**config.mk**
```make
export PLATFORM = sky130hd
export DESIGN_NAME = mfjq_regs
export DESIGN_NICKNAME = d
export VERILOG_FILES = /design/src/mfjq_pkg.sv /design/src/mfjq_regs.sv
export SDC_FILE = /design/constraint.sdc
export NUM_CORES = 1
export LEC_CHECK = 0
export BUFFER_PORTS_ARGS = -buffer_cell sky130_fd_sc_hd__buf_2
export CORE_MARGIN = 5
export CORE_UTILIZATION = 26
export CTS_CLUSTER_SIZE = 16
export DETAILED_ROUTE_END_ITERATION = 8
export PLACE_DENSITY = 0.79
export SLEW_MARGIN = 40
export SYNTH_ARGS = -nofsm -noshare
export SYNTH_HDL_FRONTEND = slang
export SYNTH_SLANG_ARGS = --single-unit
```
**constraint.sdc**
```tcl
create_clock -name clk_i -period 1.09 [get_ports clk_i]
set_input_delay 0.2725 -clock clk_i [delete_from_list [all_inputs] [get_ports clk_i]]
set_output_delay 0.2725 -clock clk_i [all_outputs]
set_load 0.03 [all_outputs]
```
**src/mfjq_pkg.sv**
```systemverilog
// Shared types, codes and default sizes for the multilevel feedback job queue.
// No dependencies; imported by every module of the block.
`timescale 1ns / 1ps

package mfjq_pkg;

  // Default sizing, taken as the defaults of the top level parameters
  localparam int unsigned QUEUE_DEPTH_DEF = 128;
  localparam int unsigned LEVELS_DEF      = 4;
  localparam int unsigned MAX_CPUS_DEF    = 8;
  localparam int unsigned JOBS_DEF        = 256;

  // Fixed field widths
  localparam int unsigned JOB_W    = 8;
  localparam int unsigned PRIO_W   = 3;
  localparam int unsigned CMD_W    = 2;
  localparam int unsigned STATUS_W = 3;
  localparam int unsigned CPUS_W   = 4;
  localparam int unsigned DATA_W   = 16;
  localparam int unsigned CPU_CAP  = 8;

  // Register port
  localparam int unsigned APB_AW = 3;
  localparam int unsigned APB_DW = 32;
  localparam logic [0:0]  REG_CPUS = 1'b0;
  localparam logic [CPUS_W-1:0] CPUS_RST = 4'd1;

  typedef enum logic [CMD_W-1:0] {
    CMD_SUBMIT   = 2'd0,
    CMD_DISPATCH = 2'd1,
    CMD_GIVEBACK = 2'd2,
    CMD_NONE     = 2'd3
  } cmd_e;

  typedef enum logic [STATUS_W-1:0] {
    ST_QUEUED     = 3'd0,
    ST_FULL       = 3'd1,
    ST_DISPATCHED = 3'd2,
    ST_EMPTY      = 3'd3,
    ST_RETIRED    = 3'd4
  } status_e;

  // Controller to datapath
  typedef struct packed {
    logic load;
    logic enqueue;
    logic clr_started;
    logic emit_single;
    logic start_disp;
    logic pop;
    logic rd_started;
    logic emit_disp;
  } dp_cmd_t;

  // Datapath to controller
  typedef struct packed {
    cmd_e cmd;
    logic fin;
    logic lvl_empty;
    logic out_free;
    logic last_job;
  } dp_stat_t;

endpackage

```
**src/mfjq_regs.sv**
```systemverilog
// Register block: holds the cpus register behind the APB-style port.
// Depends on mfjq_pkg.
`timescale 1ns / 1ps

module mfjq_regs (
  input  logic                          clk_i,
  input  logic                          rst_ni,
  input  logic                          psel,
  input  logic                          penable,
  input  logic                          pwrite,
  input  logic [mfjq_pkg::APB_AW-1:0]   paddr,
  input  logic [mfjq_pkg::APB_DW-1:0]   pwdata,
  output logic [mfjq_pkg::APB_DW-1:0]   prdata,
  output logic                          pready,
  output logic [mfjq_pkg::CPUS_W-1:0]   cpus_o
);
  import mfjq_pkg::*;

  logic [CPUS_W-1:0] cpus_q, cpus_d;
  logic              reg_sel;
  logic              wr_en;

  assign pready  = 1'b1;
  assign reg_sel = (paddr[APB_AW-1] == REG_CPUS);
  assign wr_en   = psel && penable && pwrite && pready && reg_sel;

  always_comb begin
    cpus_d = cpus_q;
    if (wr_en) begin
      cpus_d = pwdata[CPUS_W-1:0];
    end
  end

  always_ff @(posedge clk_i or negedge rst_ni) begin
    if (!rst_ni) begin
      cpus_q <= CPUS_RST;
    end else begin
      cpus_q <= cpus_d;
    end
  end

  assign prdata = reg_sel ? {{(APB_DW-CPUS_W){1'b0}}, cpus_q} : '0;
  assign cpus_o = cpus_q;

endmodule

```
==> flow_summary.toml <==
[status]
outcome = "finished with violations"
violations = "negative setup slack"

[layout]
n_antenna_cell = 0
final_cell_mix = "29 x conb_1, 11 x buf_6, 9 x buf_2"
nets = 109
mostFrequentLayoutCell = "conb_1"
drive_gt1_share_pct = 50.00
largest_reg_flops = 4
design_area_um2 = 546.8
syn_to_final_growth_pct = 27.03
nFillCells = 156

[worst_setup_path]
path_depth = 2
cpPeakStageDelay_ps = 520
crit_path_start_kind = "register"
path_class = "reg -> out"
startpoint = "cpus_o[0]$_DFFE_PN1P_"
cp_cell_sequence = "and2b_2 > buf_6"
crit_family = "flip-flops"
critPathMaxFanout = 2
timing.rr.start = "cpus_o[2]$_DFFE_PN0P_"
critical_path_required_ps = 820
r2r_cells = 2
reg2reg_to = "cpus_o[2]$_DFFE_PN0P_"
r2r_setup_slack_ps = 220
slowest_stage = "dfstp_2"
arrival_ps = 1020
crit_buf_inv = 1
crit_path_end_kind = "output port"
cp-endpoint = "prdata[0]"

[die]
die_w_um = 50.69
rows = 14
io_pins = 77
die_h_um = 50.69
die-area_um2 = 2569
core_area_um2 = 1541
start_util_pct = 27.92

[sta]
finalSetupViolCount = 8
fmax_mhz = 771.5
period_share_pct = 118.9
fin_crit_ps = 1296
timing.final.ws_setup_ps = -206.2
hold_viol = 0
fin_worst_skew_ps = 0
drv_slew = 0
grt_setup_unrepaired = "true"

[drt]
wl_per_cell_um = 10.55
wirelength_um = 886
avgViaCountPerCell = 3.357
vias = 282
drc = 0
drt-pass1-iter-count = 2
met3WireLength_um = 222
postRouteAntennaNets = 0
top_layer_used = "met4"
m1WireLength_um = 219
wl_met2_um = 430
drt-initial-drc-count = 2

[clock_network]
htree_levels = 1
numCtsBuffers = 3
clockBufferDepth = 2
clk_pin_slew_ps = 40
cts_sinks = 4
tritoncts = "yes"
root_buffer = "clkbuf_4"
insertion_delay_ps = 230

[global_route]
grt_pass1_wl_um = 1283
grt.total_usage_pct = 7.117
grt_pass1_vias = 255
grt_overflow = 0
antenna_found_initial = 0
grt_max_degree = 6

[place]
place_ws_ps = -1.854
io_buffers = 17
gp_congestion = 0.6944
placed_area_um2 = 419.2

[job]
maxCapViolCount = 0

[power_and_ir_drop]
power_mw = 0.9368
cellLeakagePower_nw = 0.3206
p_per_area_nw_per_um2 = 1713
peakVddDrop_v = 0.0004146

[synthesis]
ys_seq_area_share_pct = 23.55
yosysWarnings = 0
synth_cells = 44
netlist_area_um2 = 430.4
ys_ff_latch = 4
ys_types = 7
syn_avg_cell_area_um2 = 9.782

[min_path]
worst_hold_path_type = "in -> reg"
-- repair_timing --
item | CTS | global route
gates resized for setup | 17 | 2
endpoints found under the setup margin | 6 | 8
pin swaps | 0 | 0
buffers inserted | 4 | 0
hold buffers | 1 | 0
endpoints found under the hold margin | 3 | 0
-- metrics by stage --
| stage | std cells | hold slack [ps] | setup TNS (ps) | utilization, % |
|---|---|---|---|---|
| 2_1_floorplan | 71 | -23.09 | -46.77 | - |
| 3_3_place_gp | 75 | 75.96 | 0 | 27.19 |
| 3_5_place_dp | 75 | 82.12 | -1.854 | 27.19 |
| 4_1_cts | 84 | 261.0 | -931.9 | 34.98 |
| 5_1_grt | 84 | 272.8 | -1128 | 35.47 |
| 6_report | 84 | 268.5 | -896.7 | 35.47 |
-- where the power goes --
| group | switching (mW) | total (mW) | internal, mW |
|---|---|---|---|
| Sequential | 0.0201 | 0.208 | 0.188 |
| Combinational | 0.318 | 0.527 | 0.208 |
| Clock | 0.0644 | 0.202 | 0.138 |
-- synth_stat cells --
library cell,count,area [µm²]
mux2_2,4,45.04
and2b_2,4,35.03
dfrtp_1,3,75.07
conb_1,2,7.510
buf_4,29,217.7
nand4b_4,1,23.77
dfstp_2,1,26.28
-- layout make-up --
cell class / instances / area, µm² / share of cell area (%)
multi-input combinational: 38 / 212.7 / 38.90
sequential: 4 / 101.3 / 18.54
tap: 16 / 20.02 / 3.661
clock buffer: 4 / 26.28 / 4.805
timing repair buffer: 22 / 186.4 / 34.10
-- metal layers --
layer  track usage, %  vias to the layer above
met1            5.115                      120
met3            6.805                        2
met4            5.106                        0
li1                 -                      126
met5                0                        -
met2            11.36                       34
-- how the worst min path moves through the flow --
stage	from	to	cells past startpoint
after global placement	rst_ni	cpus_o[2]$_DFFE_PN0P_	1
after CTS	pwdata[1]	cpus_o[1]$_DFFE_PN0P_	2
after detailed placement	rst_ni	cpus_o[2]$_DFFE_PN0P_	1
after global routing	pwdata[0]	cpus_o[0]$_DFFE_PN1P_	2
after floorplan	rst_ni	cpus_o[1]$_DFFE_PN0P_	0
final	pwdata[1]	cpus_o[1]$_DFFE_PN0P_	2
-- kinds of logic (layout without fill, tap and decap cells) --
kind of cell | Yosys count | count (layout) | synth area share (%)
flops | 4 | 4 | 23.55
mux | 4 | 4 | 10.46
simple gates | 5 | 5 | 13.66
buf+inv | 29 | 26 | 50.58
other cells | 2 | 29 | 1.745
-- worst register-to-register path, cell delays in order, from the launching register on --
cell	delay (ps)
dfrtp_1	390
buf_6	120
mux2_2	250
No activity file was read; power rests on OpenSTA's default activity.
