===== config.mk =====
export PLATFORM = sky130hd
export DESIGN_NAME = mfjq_ctrl
export DESIGN_NICKNAME = d
export VERILOG_FILES = /design/src/mfjq_pkg.sv /design/src/mfjq_ctrl.sv
export SDC_FILE = /design/constraint.sdc
export NUM_CORES = 1
export LEC_CHECK = 0
export BUFFER_PORTS_ARGS = -buffer_cell sky130_fd_sc_hd__clkbuf_2
export CORE_AREA = 2 2 39 41
export CTS_BUF_LIST = sky130_fd_sc_hd__clkbuf_8
export DETAILED_ROUTE_END_ITERATION = 10
export DIE_AREA = 0 0 41 43
export PLACE_DENSITY = 0.48
export RECOVER_POWER = 100
export REMOVE_ABC_BUFFERS = 1
export SYNTH_ARGS = -nofsm -noshare
export SYNTH_HDL_FRONTEND = slang
export SYNTH_SLANG_ARGS = --single-unit

===== constraint.sdc =====
create_clock -name clk_i -period 1.5 [get_ports clk_i]
set_clock_uncertainty 0.1 [all_clocks]
set_input_delay 0.3 -clock clk_i [delete_from_list [all_inputs] [get_ports clk_i]]
set_output_delay 0.3 -clock clk_i [all_outputs]
set_load 0.02 [all_outputs]

===== src/mfjq_pkg.sv =====
// Shared types, codes and default sizes for the multilevel feedback job queue.
// No dependencies; imported by every module of the block.
`timescale 1ns / 1ps

package mfjq_pkg;

  // Default sizing, taken as the defaults of the top level parameters
  localparam int unsigned QUEUE_DEPTH_DEF = 128;
  localparam int unsigned LEVELS_DEF      = 4;
  localparam int unsigned MAX_CPUS_DEF    = 8;
  localparam int unsigned JOBS_DEF        = 256;

  // Fixed field widths
  localparam int unsigned JOB_W    = 8;
  localparam int unsigned PRIO_W   = 3;
  localparam int unsigned CMD_W    = 2;
  localparam int unsigned STATUS_W = 3;
  localparam int unsigned CPUS_W   = 4;
  localparam int unsigned DATA_W   = 16;
  localparam int unsigned CPU_CAP  = 8;

  // Register port
  localparam int unsigned APB_AW = 3;
  localparam int unsigned APB_DW = 32;
  localparam logic [0:0]  REG_CPUS = 1'b0;
  localparam logic [CPUS_W-1:0] CPUS_RST = 4'd1;

  typedef enum logic [CMD_W-1:0] {
    CMD_SUBMIT   = 2'd0,
    CMD_DISPATCH = 2'd1,
    CMD_GIVEBACK = 2'd2,
    CMD_NONE     = 2'd3
  } cmd_e;

  typedef enum logic [STATUS_W-1:0] {
    ST_QUEUED     = 3'd0,
    ST_FULL       = 3'd1,
    ST_DISPATCHED = 3'd2,
    ST_EMPTY      = 3'd3,
    ST_RETIRED    = 3'd4
  } status_e;

  // Controller to datapath
  typedef struct packed {
    logic load;
    logic enqueue;
    logic clr_started;
    logic emit_single;
    logic start_disp;
    logic pop;
    logic rd_started;
    logic emit_disp;
  } dp_cmd_t;

  // Datapath to controller
  typedef struct packed {
    cmd_e cmd;
    logic fin;
    logic lvl_empty;
    logic out_free;
    logic last_job;
  } dp_stat_t;

endpackage


===== src/mfjq_ctrl.sv =====
// Sequencer for the job queue: decodes the latched item and steps the datapath
// through enqueue, empty report or the per-job dispatch loop. Depends on mfjq_pkg.
`timescale 1ns / 1ps

module mfjq_ctrl (
  input  logic               clk_i,
  input  logic               rst_ni,
  input  logic               in_valid_i,
  output logic               in_ready_o,
  input  mfjq_pkg::dp_stat_t stat_i,
  output mfjq_pkg::dp_cmd_t  ctl_o
);
  import mfjq_pkg::*;

  typedef enum logic [2:0] {
    S_IDLE,
    S_EXEC,
    S_POP,
    S_LOOKUP,
    S_EMIT
  } state_e;

  state_e state_q, state_d;

  assign in_ready_o = (state_q == S_IDLE);

  always_comb begin
    state_d = state_q;
    ctl_o   = '0;
    case (state_q)
      S_IDLE: begin
        if (in_valid_i) begin
          ctl_o.load = 1'b1;
          state_d    = S_EXEC;
        end
      end
      S_EXEC: begin
        case (stat_i.cmd)
          CMD_SUBMIT: begin
            if (stat_i.out_free) begin
              ctl_o.enqueue     = 1'b1;
              ctl_o.clr_started = 1'b1;
              ctl_o.emit_single = 1'b1;
              state_d           = S_IDLE;
            end
          end
          CMD_GIVEBACK: begin
            if (stat_i.out_free) begin
              ctl_o.enqueue     = !stat_i.fin;
              ctl_o.emit_single = 1'b1;
              state_d           = S_IDLE;
            end
          end
          CMD_DISPATCH: begin
            if (stat_i.lvl_empty) begin
              if (stat_i.out_free) begin
                ctl_o.emit_single = 1'b1;
                state_d           = S_IDLE;
              end
            end else begin
              ctl_o.start_disp = 1'b1;
              state_d          = S_POP;
            end
          end
          default: state_d = S_IDLE;
        endcase
      end
      S_POP: begin
        ctl_o.pop = 1'b1;
        state_d   = S_LOOKUP;
      end
      S_LOOKUP: begin
        ctl_o.rd_started = 1'b1;
        state_d          = S_EMIT;
      end
      S_EMIT: begin
        if (stat_i.out_free) begin
          ctl_o.emit_disp = 1'b1;
          state_d         = stat_i.last_job ? S_IDLE : S_POP;
        end
      end
      default: state_d = S_IDLE;
    endcase
  end

  always_ff @(posedge clk_i or negedge rst_ni) begin
    if (!rst_ni) begin
      state_q <= S_IDLE;
    end else begin
      state_q <= state_d;
    end
  end

  // one item at a time: an accepted beat closes the input until it is done
  a_one_item: assert property (@(posedge clk_i) disable iff (!rst_ni)
    (in_valid_i && in_ready_o) |=> !in_ready_o)
    else $error("input accepted twice in a row");

endmodule


==> results of run 1 <==
[area by class of cell]
cell class              instances  share of cell area, %
repair buffers                 32                   39.0
multi-input cells              23                   38.2
flip-flops and latches          3                   11.3
clock buffers                   3                   6.12
well taps                      16                   2.97
inverters                       2                   1.86
clock inverters                 1                  0.557
[report_power, final]
| group | switching, uW | leakage, uW | internal (uW) |
|---|---|---|---|
| sequential | 46.8 | 0.0000384 | 118 |
| clock | 54.8 | 0.0000269 | 174 |
| combinational | 432 | 0.000247 | 513 |
[cells in the final DEF, fill, tap and decap left out]
master	instances
nor3_4	1
clkbuf_8	3
dfrtp_2	1
dfrtp_1	2
inv_1	1
buf_6	9
nand2b_1	1
a2111oi_2	1
inv_2	1
buf_8	1
a2111oi_4	1
nor2_4	2
clkbuf_1	1
a21o_1	1
nor2_1	2
and2_1	1
nor4_4	1
inv_6	1
nand2_1	1
o21ba_1	1
dlygate4sd3_1	1
nand2b_4	4
nor4_2	1
and3_4	1
a211oi_2	1
clkbuf_2	7
buf_4	13
o22ai_1	2
nor3_2	1
[worst max-delay path, stage by stage (launching register included)]
cell      delay, ps
dfrtp_2         440
nand2b_4        100
buf_6           130
nor4_4          220
buf_4           190
[metrics by stage]
step	std cells	setup TNS (ps)	setup WS [ps]	power, uW	instance area, um2
2_1_floorplan	28	-853	-373	454	251
3_3_place_gp	69	-9.70	-9.70	685	417
3_5_place_dp	69	-27.8	-27.8	680	417
4_1_cts	77	-1270	-204	1130	601
5_1_grt	80	-1590	-250	1420	674
6_report	80	-1100	-198	1340	674
[worst max-delay path by stage]
stage / from / end / slack (ps) / depth (start not counted)
after floorplan: state_q[2] / ctl_o[6] / -370 / 2
after global placement: state_q[0] / ctl_o[6] / -10 / 3
after detailed placement: state_q[0] / ctl_o[6] / -30 / 3
after CTS: state_q[1] / ctl_o[3] / -200 / 4
after global routing: state_q[0] / ctl_o[3] / -250 / 4
final: state_q[0] / ctl_o[3] / -200 / 4
[timing repair]
item                                   in CTS  in global routing
setup buffers                               3                  4
endpoints found under the hold margin       3                  0
hold buffers                                1                  0
pin swaps                                   5                  5
gates resized for setup                    25                 23
setup endpoints to repair                   9                  9
[cell families (layout without fill, tap and decap cells)]
group | count (synthesis) | count (layout) | share of synthesized area, %
flip-flops | 3 | 3 | 29.8
buffers and inverters | 2 | 38 | 2.98
AO/OA/AOI/OAI | 7 | 7 | 24.9
AND/OR/NAND/NOR | 16 | 16 | 42.3
[per-layer routing]
metal	wire, um	global-route usage [%]	vias up
met3	44	3.14	2
met1	296	14.0	175
li1	-	-	179
met2	621	21.3	9
met4	17	10.0	0
met5	0	0	-
==> summary.md, run 1 <==
| Metric | Value |
|---|---|
| Status | `finished with violations` |
| Violated checks | `negative setup slack` |
| Total GRT Usage | `13.3%` |
| Largest net degree at the start of global routing | `8` |
| DR vias | `365` |
| Pwr Density | `1990 nW/um2` |
| DRC Markers | `0` |
| Rows | `14` |
| Root buffer cell | `clkbuf_8` |
| Startpoint Class | `flip-flop` |
| Fmax | `0.589 GHz` |
| Max Slew Vio Count | `0` |
| Worst R2R Start | `state_q[1]` |
| Antenna Violating Nets Remaining | `0` |
| ANT cells | `0` |
| Reg-to-reg slack, setup | `30 ps` |
| Drt total wl | `979 um` |
| Nets@finish | `74` |
| Synth unique cells | `18` |
| Starting Density | `18.2%` |
| Unrepaired setup endpoints after global routing | `yes` |
| Yosys warns | `0` |
| Die span in x | `41 um` |
| Synth-to-layout area growth | `168%` |
| Synthesized cell area | `251 um2` |
| Multi-input gate area | `258 um2` |
| Maximum VDD drop | `1.23 mV` |
| CTS buffer count | `3` |
| Worst-margin pin slew | `300 ps` |
| Share of synthesized registers carrying an async set or reset | `100%` |
| Largest registers | `state_q: 3 flops` |
| R2r endpoint | `state_q[0]` |
| Pleak | `0.000312 uW` |
| Util after Layout | `48.7%` |
| First drt pass iteration count | `4` |
| # clock sinks | `3` |
| Largest Register | `state_q` |
| Required @ worst endpoint | `1100 ps` |
| WL/cell | `12.2 um` |
| Synth top cells by count | `nor2_1, dfrtp_1, nand2b_1` |
| Ports | `18` |
| Share of the synthesized area in the top cell type | `29.9%` |
| PortBufs | `17` |
| Reg2Reg Depth | `5` |
| GRT Residual Overflow | `0` |
| PnR worst setup slack | `-198 ps` |
| Crit path DAT | `1300 ps` |
| Clock latency on the worst-skew pair | `220 ps` |
| Fraction of layout cells with a size suffix above 1 | `78.1%` |
| Starting DRT DRC Count | `2` |
| Worst Setup Path Type | `reg -> out` |
| Die area | `1760 um2` |
| Min-delay worst type | `in -> async` |
| Endpoint class of the critical path | `output pin` |
| Post-synth EDFFs | `0` |
| Sequential area share after synthesis | `29.9%` |
| Synthesized instance count | `28` |
| Count leader, synth | `nor2_1` |
| Max-cap violations | `0` |
| RePlAce Congestion | `0.713` |
| CTS tree | `built` |
| Top_reg_cell synth | `dfrtp_1` |
| Vias in the first global route | `350` |
| Period utilization | `113%` |
| Post-synthesis register bit count | `3` |
| Final setup violation count | `8` |
| Initial antenna violation count | `0` |
| First-pass GRT wire length | `1.49 mm` |
| Avg Cell Area, Syn | `8.98 um2` |
| Core area | `1380 um2` |
| Largest register FFs | `3` |
| Max Fanout on Critical Path | `4` |
| Synth area leaders | `dfrtp_1, nand2b_4, nand2b_1` |
| # fillers | `139` |
| Largest area contributor in the netlist | `dfrtp_1` |
| Clk slew on worst S/H paths | `30 ps` |
| Die Ht | `43 um` |
| Relative slew slack | `80.0%` |
| Final min period | `1700 ps` |
| Final hold violations | `0` |
| H-tree depth | `1` |
| Register area | `76.3 um2` |
| Hold slack | `312 ps` |
| Final HPWL DP | `567 um` |
| Vias/cell | `4.56` |
| Clk buf depth | `2` |
(Power assumes the default switching activity.)
==> run 2: changes to the inputs <==
Settings changed: CELL_PAD_IN_SITES_DETAIL_PLACEMENT set to 1, CELL_PAD_IN_SITES_GLOBAL_PLACEMENT set to 1, CORE_AREA 2 2 39 41 to 5 5 42 44, DIE_AREA 0 0 41 43 to 0 0 47 49, PLACE_DENSITY 0.48 to 0.63.
Clock period 1.5 ns to 1.8 ns, I/O delays scaled along.
==> run 2 against run 1 <==
The flow now finishes without violations. Register-to-register slack gained 550 ps. Final cell count shrank 14%. Setup slack gained 240 ps. Global-route usage shrank 5.8 points. Total power shrank 44%. Hold slack lost 2.0 ps. Combinational power shrank 53%. Via count shrank 15%. Routed wire length shrank 17%. Clock power shrank 18%. First-iteration DRC count shrank 50%.
==> summary.md, run 2 (synthesis results as in run 1) <==
| Metric | Value |
|---|---|
| Core area | `1400 um2 (+1.3%)` |
| Pleak | `0.000228 uW (-27%)` |
| First drt pass iteration count | `4 (unchanged)` |
| Status | `completed` |
| Final HPWL DP | `660 um (+16%)` |
| Metal3 WL | `34 um (-23%)` |
| Initial antenna violation count | `0 (unchanged)` |
| Vias in the first global route | `323 (-7.7%)` |
| Die span in x | `47 um (+15%)` |
| GRT Residual Overflow | `0 (unchanged)` |
| Largest Register | `state_q` |
| Max Fanout on Critical Path | `5 (+1)` |
| Period utilization | `97.5%` |
| Antenna Violating Nets Remaining | `0 (unchanged)` |
| Final min period | `1760 ps` |
| CTS buffer count | `3 (unchanged)` |
| Worst-margin pin slew | `294 ps (-5.89 ps)` |
| Ports | `18 (unchanged)` |
| WL/cell | `11.7 um (-4.1%)` |
| Maximum VDD drop | `0.689 mV (-44%)` |
| Worst Setup Path Type | `reg -> out` |
| Min-delay worst type | `in -> reg` |
| Final setup violation count | `0 (-8)` |
| Clk slew on worst S/H paths | `30 ps (about the same)` |
| Commonest non-fill, non-tap cell in the layout | `clkbuf_2` |
| DRT met1 WL | `308 um (+4.1%)` |
| Post-route cell area | `467 um2 (-31%)` |
| Unrepaired setup endpoints after global routing | `yes` |
| Drt total wl | `810 um (-17%)` |
| Slowest CP cell | `dfrtp_1` |
| DR top layer | `met3` |
| Synth-to-layout area growth | `85.6%` |
| Max-cap violations | `0 (unchanged)` |
| First-pass GRT wire length | `1.28 mm (-14%)` |
| Crit path DAT | `1300 ps (about the same)` |
| Clock latency on the worst-skew pair | `210 ps (about the same)` |
| PortBufs | `17 (unchanged)` |
| Largest net degree at the start of global routing | `8 (unchanged)` |
| Vias/cell | `4.48 (-1.8%)` |
| Commonest non-fill, non-tap cells in the layout | `clkbuf_2, buf_4, nor2_1` |
| Worst path cell trace | `buf_4 -> nor3_1 -> and2_1 -> clkbuf_2` |
| Pwr Density | `1600 nW/um2 (-20%)` |
| Root buffer cell | `clkbuf_8` |
| Largest register FFs | `3 (unchanged)` |
| # clock sinks | `3 (unchanged)` |
| ANT cells | `0 (unchanged)` |
| Reg-to-reg slack, setup | `580 ps (+550 ps)` |
| Nets@finish | `63 (-15%)` |
| Largest registers | `state_q: 3 flops` |
| Hold slack | `310 ps (-2.00 ps)` |
| Fraction of layout cells with a size suffix above 1 | `54.7% (-23 points)` |
| Endpoint class of the critical path | `output pin` |
| Fmax | `0.570 GHz` |
| DRC Markers | `0 (unchanged)` |
| Total GRT Usage | `7.55% (-5.8 points)` |
| Relative slew slack | `80.4% (+0.39 points)` |
| Final hold violations | `0 (unchanged)` |
| DR vias | `309 (-15%)` |
| CTS tree | `built` |
| Startpoint Class | `flip-flop` |
| Clk buf depth | `2 (unchanged)` |
| Starting Density | `17.9% (-0.23 points)` |
| Die area | `2300 um2 (+31%)` |
| Starting DRT DRC Count | `1 (-1)` |
| Rows | `14 (unchanged)` |
| H-tree depth | `1 (unchanged)` |
| Routed length on met2 | `467 um (-25%)` |
| Max incr delay on CP | `390 ps (-50 ps)` |
| Required @ worst endpoint | `1340 ps (+240 ps)` |
| Max Slew Vio Count | `0 (unchanged)` |
| Die Ht | `49 um (+14%)` |
| RePlAce Congestion | `0.698 (-2.1%)` |
| DP Area | `379 um2 (-9.0%)` |
run 2: cell type report:
cell class                 count  area (um2)
tap                           16        20.0
multi-input combinational     23         198
timing repair buffer          21         121
fill                         183         935
clock buffer                   3        41.3
sequential                     3        75.1
inverter                       2        7.51
clock inverter                 1        3.75
run 2: layer usage:
| layer | up-vias | global-route usage, % |
|---|---|---|
| li1 | 154 | - |
| met1 | 150 | 7.51 |
| met2 | 5 | 12.9 |
| met3 | 0 | 1.48 |
| met4 | 0 | 5.53 |
| met5 | - | 0 |
run 2: worst paths after layout:
check | from | endpoint | cells after the start
max | state_q[0] | ctl_o[7] | 4
min | stat_i[1] | state_q[2] | 2
max reg2reg | state_q[1] | state_q[0] | 3
min reg2reg | state_q[2] | state_q[2] | 2
max in group asynchronous | rst_ni | state_q[0] | 2
min in group asynchronous | rst_ni | state_q[1] | 2
run 2: power breakdown:
group | switching (uW) | internal (uW)
Combinational | 261 | 182
Clock | 42.1 | 145
Sequential | 19.5 | 96.2
run 2: per-stage QoR:
step	setup WS [ps]	setup TNS, ps	power, uW	utilization [%]	std cells
2_1_floorplan	-133	-133	378	-	28
3_3_place_gp	173	0	526	27.1	64
3_5_place_dp	176	0	535	27.1	64
4_1_cts	18.7	0	738	31.5	69
5_1_grt	-34.4	-34.4	806	33.3	69
6_report	44.2	0	745	33.3	69
run 2: worst max-delay path: cells and delay by family, from the launching register on:
| kind | cells | cell delay (ps) |
|---|---|---|
| buffers and inverters | 2 | 330 |
| flip-flops | 1 | 390 |
| AND/OR/NAND/NOR | 2 | 360 |
run 2: what timing repair did:
item                       in CTS  in global routing
hold endpoints to repair        3                  0
hold buffers                    1                  0
buffers inserted                0                  0
setup endpoints to repair       1                  3
gates resized for setup         2                  6
